[src/hw/rtl/tef_pkg.sv]
// Shared types and constants for the triangle edge-flip test core.
package tef_pkg;

    localparam int COORD_WIDTH = 16;
    localparam int DIFF_WIDTH  = COORD_WIDTH + 1;
    localparam int PROD_WIDTH  = 2 * DIFF_WIDTH;
    localparam int DET_WIDTH   = PROD_WIDTH + 1;
    localparam int TOL_WIDTH   = 20;
    localparam int COUNT_WIDTH = 4;
    localparam int LANES       = 4;

    typedef struct packed {
        logic signed [COORD_WIDTH-1:0] a0_x;
        logic signed [COORD_WIDTH-1:0] a0_y;
        logic signed [COORD_WIDTH-1:0] a1_x;
        logic signed [COORD_WIDTH-1:0] a1_y;
        logic signed [COORD_WIDTH-1:0] a2_x;
        logic signed [COORD_WIDTH-1:0] a2_y;
        logic signed [COORD_WIDTH-1:0] b0_x;
        logic signed [COORD_WIDTH-1:0] b0_y;
        logic signed [COORD_WIDTH-1:0] b1_x;
        logic signed [COORD_WIDTH-1:0] b1_y;
        logic signed [COORD_WIDTH-1:0] b2_x;
        logic signed [COORD_WIDTH-1:0] b2_y;
    } tef_item_t;

    typedef struct packed {
        logic [COUNT_WIDTH-1:0] shared_pairs;
        logic                   flippable;
        logic                   degenerate;
    } tef_result_t;

    typedef struct packed {
        logic signed [COORD_WIDTH-1:0] x;
        logic signed [COORD_WIDTH-1:0] y;
    } tef_pt_t;

    // Per-stage advance enables for the determinant lanes.
    typedef struct packed {
        logic s2;
        logic s3;
        logic s4;
        logic s5;
    } tef_adv_t;

endpackage

[src/hw/rtl/tef_orient_lane.sv]
// One orientation determinant lane: differences, products, determinant, flags.
module tef_orient_lane (
    input  logic                          clk,
    input  tef_pkg::tef_adv_t             adv,
    input  tef_pkg::tef_pt_t              p,
    input  tef_pkg::tef_pt_t              q,
    input  tef_pkg::tef_pt_t              r,
    input  logic [tef_pkg::TOL_WIDTH-1:0] tol,
    output logic                          small_det,
    output logic                          pos_det
);

    localparam int CW = tef_pkg::COORD_WIDTH;
    localparam int DW = tef_pkg::DIFF_WIDTH;
    localparam int PW = tef_pkg::PROD_WIDTH;
    localparam int TW = tef_pkg::DET_WIDTH;

    logic signed [DW-1:0] qx_reg, ry_reg, rx_reg, qy_reg;
    logic signed [PW-1:0] p1_reg, p2_reg;
    logic signed [TW-1:0] det_reg, det_next;
    logic        [TW-1:0] mag;
    logic                 small_reg, small_next;
    logic                 pos_reg, pos_next;

    always_comb
    begin
        det_next   = TW'(p1_reg) - TW'(p2_reg);
        mag        = det_reg[TW-1] ? TW'(-det_reg) : TW'(det_reg);
        small_next = (mag <= TW'(tol));
        pos_next   = !det_reg[TW-1] && (det_reg != '0);
    end

    always_ff @(posedge clk)
    begin
        if (adv.s2)
        begin
            qx_reg <= $signed({q.x[CW-1], q.x}) - $signed({p.x[CW-1], p.x});
            ry_reg <= $signed({r.y[CW-1], r.y}) - $signed({p.y[CW-1], p.y});
            rx_reg <= $signed({r.x[CW-1], r.x}) - $signed({p.x[CW-1], p.x});
            qy_reg <= $signed({q.y[CW-1], q.y}) - $signed({p.y[CW-1], p.y});
        end
        if (adv.s3)
        begin
            p1_reg <= PW'(qx_reg) * PW'(ry_reg);
            p2_reg <= PW'(rx_reg) * PW'(qy_reg);
        end
        if (adv.s4)
        begin
            det_reg <= det_next;
        end
        if (adv.s5)
        begin
            small_reg <= small_next;
            pos_reg   <= pos_next;
        end
    end

    assign small_det = small_reg;
    assign pos_det   = pos_reg;

endmodule

[config.mk]
export PLATFORM = sky130hd
export DESIGN_NAME = tef_orient_lane
export DESIGN_NICKNAME = d
export VERILOG_FILES = /design/src/hw/rtl/tef_pkg.sv /design/src/hw/rtl/tef_orient_lane.sv
export SDC_FILE = /design/constraint.sdc
export NUM_CORES = 2
export LEC_CHECK = 0
export ABC_AREA = 0
export ABC_CLOCK_PERIOD_IN_PS = 12400
export BUFFER_PORTS_ARGS = -buffer_cell sky130_fd_sc_hd__buf_2
export CAP_MARGIN = 20
export CORE_MARGIN = 2
export CORE_UTILIZATION = 40
export DETAILED_ROUTE_END_ITERATION = 10
export GPL_TIMING_DRIVEN = 0
export SYNTH_ARGS = -nofsm -noshare
export SYNTH_HDL_FRONTEND = slang
export SYNTH_SLANG_ARGS = --single-unit
[constraint.sdc]
create_clock -name clk -period 12.4 [get_ports clk]
set_input_delay 1.24 -clock clk [delete_from_list [all_inputs] [get_ports clk]]
set_output_delay 1.24 -clock clk [all_outputs]
set_load 0.02 [all_outputs]
==> out/results.txt <==
outcome = complete, no violations
Yosys warnings = 0
Largest register FFs = 35
post-CTS resize count = 0
Final Max Slew Viols = 0
Clock Root Buffer = clkbuf_16
GP Congestion = 0.9351
area growth from synthesis to layout = 7.759%
Setup CP Type = reg2reg
Initial DRC Count = 1,388
Fillers = 7,844
first-pass GRT wire length = 134.5 mm
ys async rst share = 0%
CP startpoint kind = flop
htree depth = 4
Worst Tran Pin Value = 0.9216 ns
EDFF count, synth = 173
crit path DAT = 8.16 ns
CTS buffer count = 17
register area share after synthesis = 15.96%
nets = 4,512
cts hold-fix bufs = 0
Worst Path Max Fanout = 10
worst path required time = 12.55 ns
postcts setup bufs = 0
synthesized cell area = 32,540 µm²
via-per-instance ratio = 5.038
crit path time final = 8.008 ns
antenna-violating nets left = 0
max cap viols = 0
Critical Path End Type = flop
Synth cell types = 72
period utilization = 64.58%
die width = 289.2 µm
I/O pins = 123
die height = 289.2 µm
final cell count without fillers = 4,581
Mapped Cells = 3,363
Clock transition at path regs = 0.10 ns
f_max = 124.9 MHz
Worst slew margin = 38.12%
wire length per cell = 18.39 µm
WL final = 84.23 mm
clk buf depth = 2
top_reg_cell synth = edfxtp_1
gr usage total = 21.22%
Commonest cells post-synth = inv_1 (699), fa_1 (597), nand2_1 (329)
Register Area = 5195 µm²
via count = 23,080
vias in the first global route = 24,240
initial antenna violation count = 3
die area = 83,650 µm²
PortBufs = 122
top cell type's share of synthesized area = 36.73%
Reg2Reg Setup Slack = 4.39 ns
Worst Hold Class = reg2reg
multi-input logic area = 24,430 µm²
leading area contributor after synthesis = fa_1
Rows = 104
CTS tree = built
core area = 80,550 µm²
Clock Sinks = 173
largest net degree at the start of global routing = 69
Fin. Hold Viols = 0
DP HPWL = 71.68 mm
Synth Area per Inst = 9.676 µm²
gr ovfl total = 0
main area contributors after synthesis = fa_1 (37%), edfxtp_1 (16%), ha_1 (11%)
top-count cell post-synth = inv_1
worst-skew pair later-pin latency = 0.50 ns
Worst Skew = 0.03227 ns
layout cells sized above 1 = 4.974%
Post-Syn Nets = 4,370
endpoints failing setup = 0
setup TNS = 0 ns
RSZ-0062 raised after global routing = no
Cells after DPL = 4,546
First-pass DRT Iterations = 5
Residual DRC = 0
initial core utilization = 40.40%
Yosys reg bits = 173
-- layout make-up --
class | instances | area share, %
diodes | 3 | 0.02141
plain buffers | 79 | 0.8456
clock buffers | 19 | 1.235
clock inverters | 13 | 0.3568
inverters | 699 | 7.482
multi-input cells | 2412 | 69.66
flip-flops and latches | 173 | 14.81
well taps | 1060 | 3.782
repair buffers | 123 | 1.805
-- worst max-delay path: stages, from the launching register on --
cell and delay (ns):
edfxtp_1 0.64, clkbuf_1 0.43, nand2_1 0.18, inv_1 0.16
fa_1 0.53, fa_1 0.84, inv_1 0.12, fa_1 0.50
fa_1 0.56, fa_1 0.43, fa_1 0.50, inv_1 0.04
ha_1 0.39, nand4_1 0.19, or3_1 0.35, nor3_1 0.40
nor3b_1 0.15, nor4b_1 0.36, a2111oi_0 0.14, xnor2_1 0.72
-- cell usage in the layout, fill, tap and decap left out, types with 33 or more instances in the layout --
cell / n
fa_1: 597
edfxtp_1: 173
a21o_1: 39
and2_1: 296
buf_2: 121
ha_1: 289
o21a_1: 33
nor2_1: 140
clkbuf_1: 79
o21ai_0: 90
nor3_1: 41
xnor2_1: 122
nand2_1: 329
inv_1: 699
a21oi_1: 100
-- logic make-up after synthesis --
kind of cell	Yosys count	share of synthesized area, %
buffers and inverters	778	8.974
multiplexers	3	0.09997
adder cells (fa/ha/maj)	886	47.84
XOR/XNOR	154	4.145
AO/OA/AOI/OAI	401	7.955
flip-flops	173	15.96
AND/OR/NAND/NOR	968	15.02
-- routing by layer --
layer	part of all wire [%]	vias up	wire (µm)	GRT usage [%]
met5	0	-	0	0
met4	2.7	0	2268	6.108
met3	6.5	103	5481	3.039
met2	45	653	37700	33.79
met1	46	11440	38780	30.17
li1	-	10880	-	-
-- final timing paths --
check,startpoint,to,cells past startpoint
max,ry_reg[2],p1_reg[31],19
max reg2reg,ry_reg[2],p1_reg[31],19
min reg2reg,p2_reg[0],det_reg[0],2
min,p2_reg[0],det_reg[0],2
-- through the flow --
stage	setup slack [ns]	area (µm²)	utilization (%)	hold slack, ns
global route	4.056	35060	43.53	0.6800
global placement	4.590	34480	42.80	0.6521
detailed placement	4.596	34500	42.83	0.6605
finish	4.392	35070	43.53	0.6733
CTS	4.545	35060	43.53	0.6658
floorplan	6.030	32540	-	0.6067
Power is not shown: default switching activity piles up to over one toggle a cycle in this logic, so the estimate is an artifact.
