[src/hw/rtl/tef_pkg.sv]
// Shared types and constants for the triangle edge-flip test core.
package tef_pkg;

    localparam int COORD_WIDTH = 16;
    localparam int DIFF_WIDTH  = COORD_WIDTH + 1;
    localparam int PROD_WIDTH  = 2 * DIFF_WIDTH;
    localparam int DET_WIDTH   = PROD_WIDTH + 1;
    localparam int TOL_WIDTH   = 20;
    localparam int COUNT_WIDTH = 4;
    localparam int LANES       = 4;

    typedef struct packed {
        logic signed [COORD_WIDTH-1:0] a0_x;
        logic signed [COORD_WIDTH-1:0] a0_y;
        logic signed [COORD_WIDTH-1:0] a1_x;
        logic signed [COORD_WIDTH-1:0] a1_y;
        logic signed [COORD_WIDTH-1:0] a2_x;
        logic signed [COORD_WIDTH-1:0] a2_y;
        logic signed [COORD_WIDTH-1:0] b0_x;
        logic signed [COORD_WIDTH-1:0] b0_y;
        logic signed [COORD_WIDTH-1:0] b1_x;
        logic signed [COORD_WIDTH-1:0] b1_y;
        logic signed [COORD_WIDTH-1:0] b2_x;
        logic signed [COORD_WIDTH-1:0] b2_y;
    } tef_item_t;

    typedef struct packed {
        logic [COUNT_WIDTH-1:0] shared_pairs;
        logic                   flippable;
        logic                   degenerate;
    } tef_result_t;

    typedef struct packed {
        logic signed [COORD_WIDTH-1:0] x;
        logic signed [COORD_WIDTH-1:0] y;
    } tef_pt_t;

    // Per-stage advance enables for the determinant lanes.
    typedef struct packed {
        logic s2;
        logic s3;
        logic s4;
        logic s5;
    } tef_adv_t;

endpackage

[src/hw/rtl/tef_merge.sv]
// Merging stage: combines the lane flags into the registered result beat.
module tef_merge (
    input  logic                            clk,
    input  logic                            en,
    input  logic [tef_pkg::LANES-1:0]       small_det,
    input  logic [tef_pkg::LANES-1:0]       pos_det,
    input  logic [tef_pkg::COUNT_WIDTH-1:0] count,
    input  logic                            pair2,
    output tef_pkg::tef_result_t            result
);

    tef_pkg::tef_result_t result_reg, result_next;
    logic                 any_small;

    always_comb
    begin
        any_small                = |small_det;
        result_next.shared_pairs = count;
        result_next.degenerate   = pair2 && any_small;
        // Lanes 0 and 1 test c and d against line ab; lanes 2 and 3 test b and a
        // against line cd.
        result_next.flippable    = pair2 && !any_small
                                   && (pos_det[0] != pos_det[1])
                                   && (pos_det[2] != pos_det[3]);
    end

    always_ff @(posedge clk)
    begin
        if (en)
        begin
            result_reg <= result_next;
        end
    end

    assign result = result_reg;

endmodule

[config.mk]
export PLATFORM = sky130hd
export DESIGN_NAME = tef_merge
export DESIGN_NICKNAME = d
export VERILOG_FILES = /design/src/hw/rtl/tef_pkg.sv /design/src/hw/rtl/tef_merge.sv
export SDC_FILE = /design/constraint.sdc
export NUM_CORES = 1
export LEC_CHECK = 0
export ABC_AREA = 1
export BUFFER_PORTS_ARGS = -buffer_cell sky130_fd_sc_hd__buf_4
export CAP_MARGIN = 40
export CORE_AREA = 2 2 39 41
export DETAILED_ROUTE_END_ITERATION = 12
export DIE_AREA = 0 0 41 43
export GPL_TIMING_DRIVEN = 0
export PLACE_DENSITY_LB_ADDON = 0.05
export SYNTH_ARGS = -nofsm -noshare
export SYNTH_HDL_FRONTEND = slang
export SYNTH_SLANG_ARGS = --single-unit
[constraint.sdc]
create_clock -name clk -period 1.5 [get_ports clk]
set_input_delay 0.15 -clock clk [delete_from_list [all_inputs] [get_ports clk]]
set_output_delay 0.15 -clock clk [all_outputs]
set_load 0.01 [all_outputs]
==> results of run 1 <==
-- worst max-delay path by stage --
stage | startpoint | to | slack [ns] | cells after the start
2_1_floorplan | pos_det[1] | result[1] | 0.80 | 3
3_3_place_gp | pos_det[1] | result[1] | 0.67 | 4
3_5_place_dp | pos_det[1] | result[1] | 0.66 | 4
4_1_cts | result[2] | result[2] | 0.59 | 1
5_1_grt | result[2] | result[2] | 0.56 | 1
6_report | result[2] | result[2] | 0.61 | 1
-- routing by layer --
| metal | wire length, um | global-route usage (%) |
|---|---|---|
| met1 | 134 | 3.62 |
| met2 | 213 | 9.38 |
| met3 | 66 | 3.66 |
| met4 | 19 | 12.0 |
| met5 | 0 | 0 |
-- cells by family (layout without fill, tap and decap cells) --
logic type | after synthesis | after routing | synth area share, %
flops | 6 | 6 | 70.6
simple gates | 10 | 10 | 17.2
compound gates | 1 | 1 | 1.96
buf+inv | 7 | 30 | 10.3
-- metrics by stage --
step / hold WS, ns / utilization (%) / setup slack, ns / std cells
2_1_floorplan: 0.249 / - / 0.802 / 24
3_3_place_gp: 0.329 / 30.7 / 0.666 / 60
3_5_place_dp: 0.330 / 30.7 / 0.657 / 60
4_1_cts: 0.0803 / 32.4 / 0.594 / 63
5_1_grt: 0.0716 / 32.4 / 0.562 / 63
6_report: 0.0902 / 32.4 / 0.612 / 63
-- power breakdown --
| group | total, mW | switching [mW] | internal [mW] |
|---|---|---|---|
| Sequential | 0.202 | 0.00278 | 0.199 |
| Combinational | 0.0661 | 0.0242 | 0.0419 |
| Clock | 0.137 | 0.0475 | 0.0898 |
| Total | 0.406 | 0.0745 | 0.331 |
-- cells in the mapped netlist --
| cell type | n |
|---|---|
| nor2_2 | 1 |
| nand3_1 | 1 |
| inv_1 | 7 |
| a21oi_1 | 1 |
| edfxtp_1 | 6 |
| nor2_1 | 2 |
| or2_0 | 1 |
| nand2_1 | 5 |
-- area by class of cell --
cell class / instances / area [um^2] / share of cell area (%)
Timing Repair Buffer: 20 / 150 / 33.5
Tap cell: 16 / 20.0 / 4.47
Multi-Input combinational cell: 11 / 48.8 / 10.9
Inverter: 7 / 26.3 / 5.87
Sequential cell: 6 / 180 / 40.2
Clock buffer: 3 / 22.5 / 5.03
==> metrics.md, run 1 <==
| Metric | Value |
|---|---|
| Syn-to-layout area delta | `75.5%` |
| Synth Register Bits | `6` |
| Total clock sinks | `6` |
| Worst path cell trace | `buf_4` |
| Share of cells above drive strength 1 | `51.1%` |
| Tot Pwr | `0.406 mW` |
| GRT Util Overall | `6.67%` |
| Largest net degree at the start of global routing | `7` |
| Pwr/cell area | `905 mW/mm^2` |
| Worst Path Class, Setup | `register to primary output` |
| DIE HEIGHT | `43 um` |
| Post-synthesis sequential area ratio | `70.6%` |
| Average size of a mapped cell | `10.6 um^2` |
| GPL Wtd Cong | `0.624` |
| Period utilization | `59.2%` |
| Die ar. | `0.00176 mm^2` |
| CTS Buf Count | `3` |
| Post-CTS Resized | `0` |
| WL per Instance | `6.89 um` |
| CP Capture Type | `primary output` |
| Max Fclk | `1130 MHz` |
| Pre-antenna DRT Iters | `1` |
| Drt total wl | `434 um` |
| Synth cell types | `8` |
| Post-layout nets | `64` |
| Total grt overflow | `0` |
| Synth area leader | `edfxtp_1` |
| Die W | `41 um` |
| Maximum vdd ir drop | `220 uV` |
| Max-slew headroom | `93.2%` |
| Worst-path cell with the longest stage delay | `edfxtp_1` |
| Hold buffer count at cts | `0` |
| Slew @ Worst Pin | `0.102 ns` |
| Mapped Cells | `24` |
| Mapped Nets | `39` |
| DPL Wire Length | `385 um` |
| Initial core utilization | `18.4%` |
| CP max stage delay | `0.35 ns` |
| Most common cell after layout, fill and taps aside | `buf_4` |
| RSZ-0062 raised after global routing | `false` |
| Most frequent cells in the layout | `buf_4 (20), inv_1 (7), edfxtp_1 (6)` |
| Max-Cap Viols | `0` |
| Maximum clock path buffer count | `2` |
| Hold Startpoint | `count[3]` |
| Leakage power | `0.225 nW` |
| Io pins | `21` |
| Post-layout min period | `0.888 ns` |
| Via-to-Cell Ratio | `3.59` |
| Final Hold Fails | `0` |
| Clock-pin slew on the worst setup and hold paths | `0.04 ns` |
| Worst hold stages | `1` |
| Antenna viol nets, final | `0` |
| Root Driver | `clkbuf_4` |
| Row count | `14` |
| Post-CTS Setup Bufs | `0` |
| Core area | `0.00138 mm^2` |
| Final TNS setup | `0 ns` |
| Hold crit path type | `input pin to register` |
| DRC errors left | `0` |
| N_diodes | `0` |
| Worst Path Buf+Inv | `1` |
| Hold Path End | `result[5]` |
| Vias in the first global route | `200` |
| CTS tree | `built` |
| Synth Warn # | `0` |
| Worst Path Max Fanout | `1` |
| CP top delay family | `flip-flops` |
| CP required | `1.35 ns` |
| Number of port buffers | `20` |
| Design Area, Final | `448 um^2` |
| First-pass GRT wire length | `669 um` |
| Setup crit start kind | `register` |
| Status | `complete, no violations` |
| H-tree depth | `1` |
| Post-Syn Area | `255 um^2` |
| Fin. max-slew vios | `0` |
| # setup viols final | `0` |
| Via count | `226` |
| Share of the synthesized area in the top cell type | `70.6%` |
| DP Area | `425 um^2` |
| Initial antenna violation count | `0` |
| Initial DRC Count | `0` |
| Max reg flops | `6` |
| CP arrival | `0.74 ns` |
| Layout fillers | `154` |
| Top cells by area, synth | `edfxtp_1 (71%), inv_1 (10%), nand2_1 (7.4%), nor2_1 (2.9%), nor2_2 (2.5%)` |
(Power assumes the default switching activity.)
==> run 2, diff against run 1 <==
==> constraint.sdc (replaced) <==
create_clock -name clk -period 0.8 [get_ports clk]
set_input_delay 0.08 -clock clk [delete_from_list [all_inputs] [get_ports clk]]
set_output_delay 0.08 -clock clk [all_outputs]
set_load 0.01 [all_outputs]
==> metrics.md, run 2 (synthesis gave the netlist of run 1 again) <==
| Metric | Value |
|---|---|
| Antenna viol nets, final | `0` |
| Initial antenna violation count | `0` |
| # setup viols final | `6` |
| Design Area, Final | `467 um^2` |
| Total grt overflow | `0` |
| Worst hold stages | `1` |
| Row count | `14` |
| Int Pwr | `0.632 mW` |
| Die ar. | `0.00176 mm^2` |
| Post-layout nets | `64` |
| N_diodes | `0` |
| Pwr/cell area | `1660 mW/mm^2` |
| Core area | `0.00138 mm^2` |
| Die W | `41 um` |
| Worst-path cell with the longest stage delay | `edfxtp_1` |
| Fin. max-slew vios | `0` |
| Io pins | `21` |
| CP Capture Type | `primary output` |
| DPL Wire Length | `385 um` |
| Worst Path Class, Setup | `register to primary output` |
| CP top delay family | `flip-flops` |
| Drt total wl | `432 um` |
| Comb pwr share | `17.4%` |
| Total clock sinks | `6` |
| Status | `complete, but fails checks` |
| Max-Cap Viols | `0` |
| Worst Path Max Fanout | `1` |
| GPL Wtd Cong | `0.624` |
| Via-to-Cell Ratio | `3.62` |
| Clock power share | `33.2%` |
| Min setup slack post-route | `-0.0180 ns` |
| Number of port buffers | `20` |
| NetSw | `0.143 mW` |
| Worst path cell trace | `buf_6` |
| DRC errors left | `0` |
| DP Area | `425 um^2` |
| Initial core utilization | `18.4%` |
| CP arrival | `0.74 ns` |
| Root Driver | `clkbuf_4` |
| Final Hold Fails | `0` |
| H-tree depth | `1` |
| CP max stage delay | `0.37 ns` |
| Worst Path Buf+Inv | `1` |
| Leakage power | `0.232 nW` |
| RSZ-0062 raised after global routing | `true` |
| Setup crit start kind | `register` |
| DIE HEIGHT | `43 um` |
| WL per Instance | `6.86 um` |
| CTS Buf Count | `3` |
| Pre-CTS setup slack | `0.0270 ns` |
| Switch share | `18.5%` |
| Share of cells above drive strength 1 | `51.1%` |
| Most common cell after layout, fill and taps aside | `buf_4` |
| Post-layout min period | `0.818 ns` |
| Pre-antenna DRT Iters | `1` |
| Hold buffer count at cts | `0` |
| Slew @ Worst Pin | `0.102 ns` |
| Most frequent cells in the layout | `buf_4 (15), inv_1 (7), edfxtp_1 (6)` |
| Syn-to-layout area delta | `82.8%` |
| First-pass GRT wire length | `696 um` |
| Largest net degree at the start of global routing | `7` |
| Initial DRC Count | `0` |
| CP required | `0.72 ns` |
| Seq pwr share | `49.4%` |
| Via count | `228` |
| GRT Util Overall | `6.88%` |
| Final core utilization | `33.7%` |
| Max-slew headroom | `93.2%` |
| Clock-pin slew on the worst setup and hold paths | `0.04 ns` |
| Maximum vdd ir drop | `417 uV` |
| CTS tree | `built` |
| Hold crit path type | `input pin to register` |
| Maximum clock path buffer count | `2` |
| Period utilization | `102%` |
| Post-CTS Setup Bufs | `0` |
| Failing checks | `setup timing` |
| Hold Startpoint | `count[3]` |
| Hold Path End | `result[5]` |
| Max reg flops | `6` |
| Max Fclk | `1220 MHz` |
| Vias in the first global route | `209` |
==> run 2: stage by stage <==
stage | std cells | total power [mW] | setup TNS (ns) | hold WS [ns]
after global routing | 63 | 0.836 | -0.319 | 0.00157
final | 63 | 0.775 | -0.0752 | 0.0202
after detailed placement | 60 | 0.511 | 0 | 0.260
after global placement | 60 | 0.508 | 0 | 0.259
after CTS | 63 | 0.784 | -0.154 | 0.0103
after floorplan | 24 | 0.418 | 0 | 0.179
==> run 2: final cells by class <==
cell class                 instances  area, um^2
fill                             150         917
inverter                           7        26.3
multi-input combinational         11        48.8
timing repair buffer              20         169
tap                               16        20.0
sequential                         6         180
clock buffer                       3        22.5
==> run 2: routing by layer <==
layer	GRT usage [%]	up-vias	routed length, um
li1	-	121	-
met4	12.0	0	19
met3	3.66	2	59
met2	10.0	16	218
met5	0	-	0
met1	3.62	89	134
==> run 2: power groups by stage <==
stage          Clock (mW)  Sequential, mW  Combinational, mW
2_1_floorplan           0           0.398             0.0198
3_3_place_gp            0           0.384              0.124
3_5_place_dp            0           0.384              0.126
4_1_cts             0.275           0.380              0.129
5_1_grt             0.301           0.385              0.150
6_report            0.257           0.383              0.135
==> run 2: how the worst max path moves through the flow <==
stage | startpoint | end | slack [ns] | cells after the start
global placement | pos_det[1] | result[1] | 0.04 | 4
CTS | result[2] | result[2] | -0.04 | 1
finish | result[2] | result[2] | -0.02 | 1
floorplan | pos_det[1] | result[1] | 0.17 | 3
global route | result[2] | result[2] | -0.06 | 1
detailed placement | pos_det[1] | result[1] | 0.03 | 4
==> run 2: repair_timing <==
item                                   in CTS  in global routing
endpoints found under the hold margin       0                  0
resized for setup                           1                  4
setup endpoints to repair                   6                  6
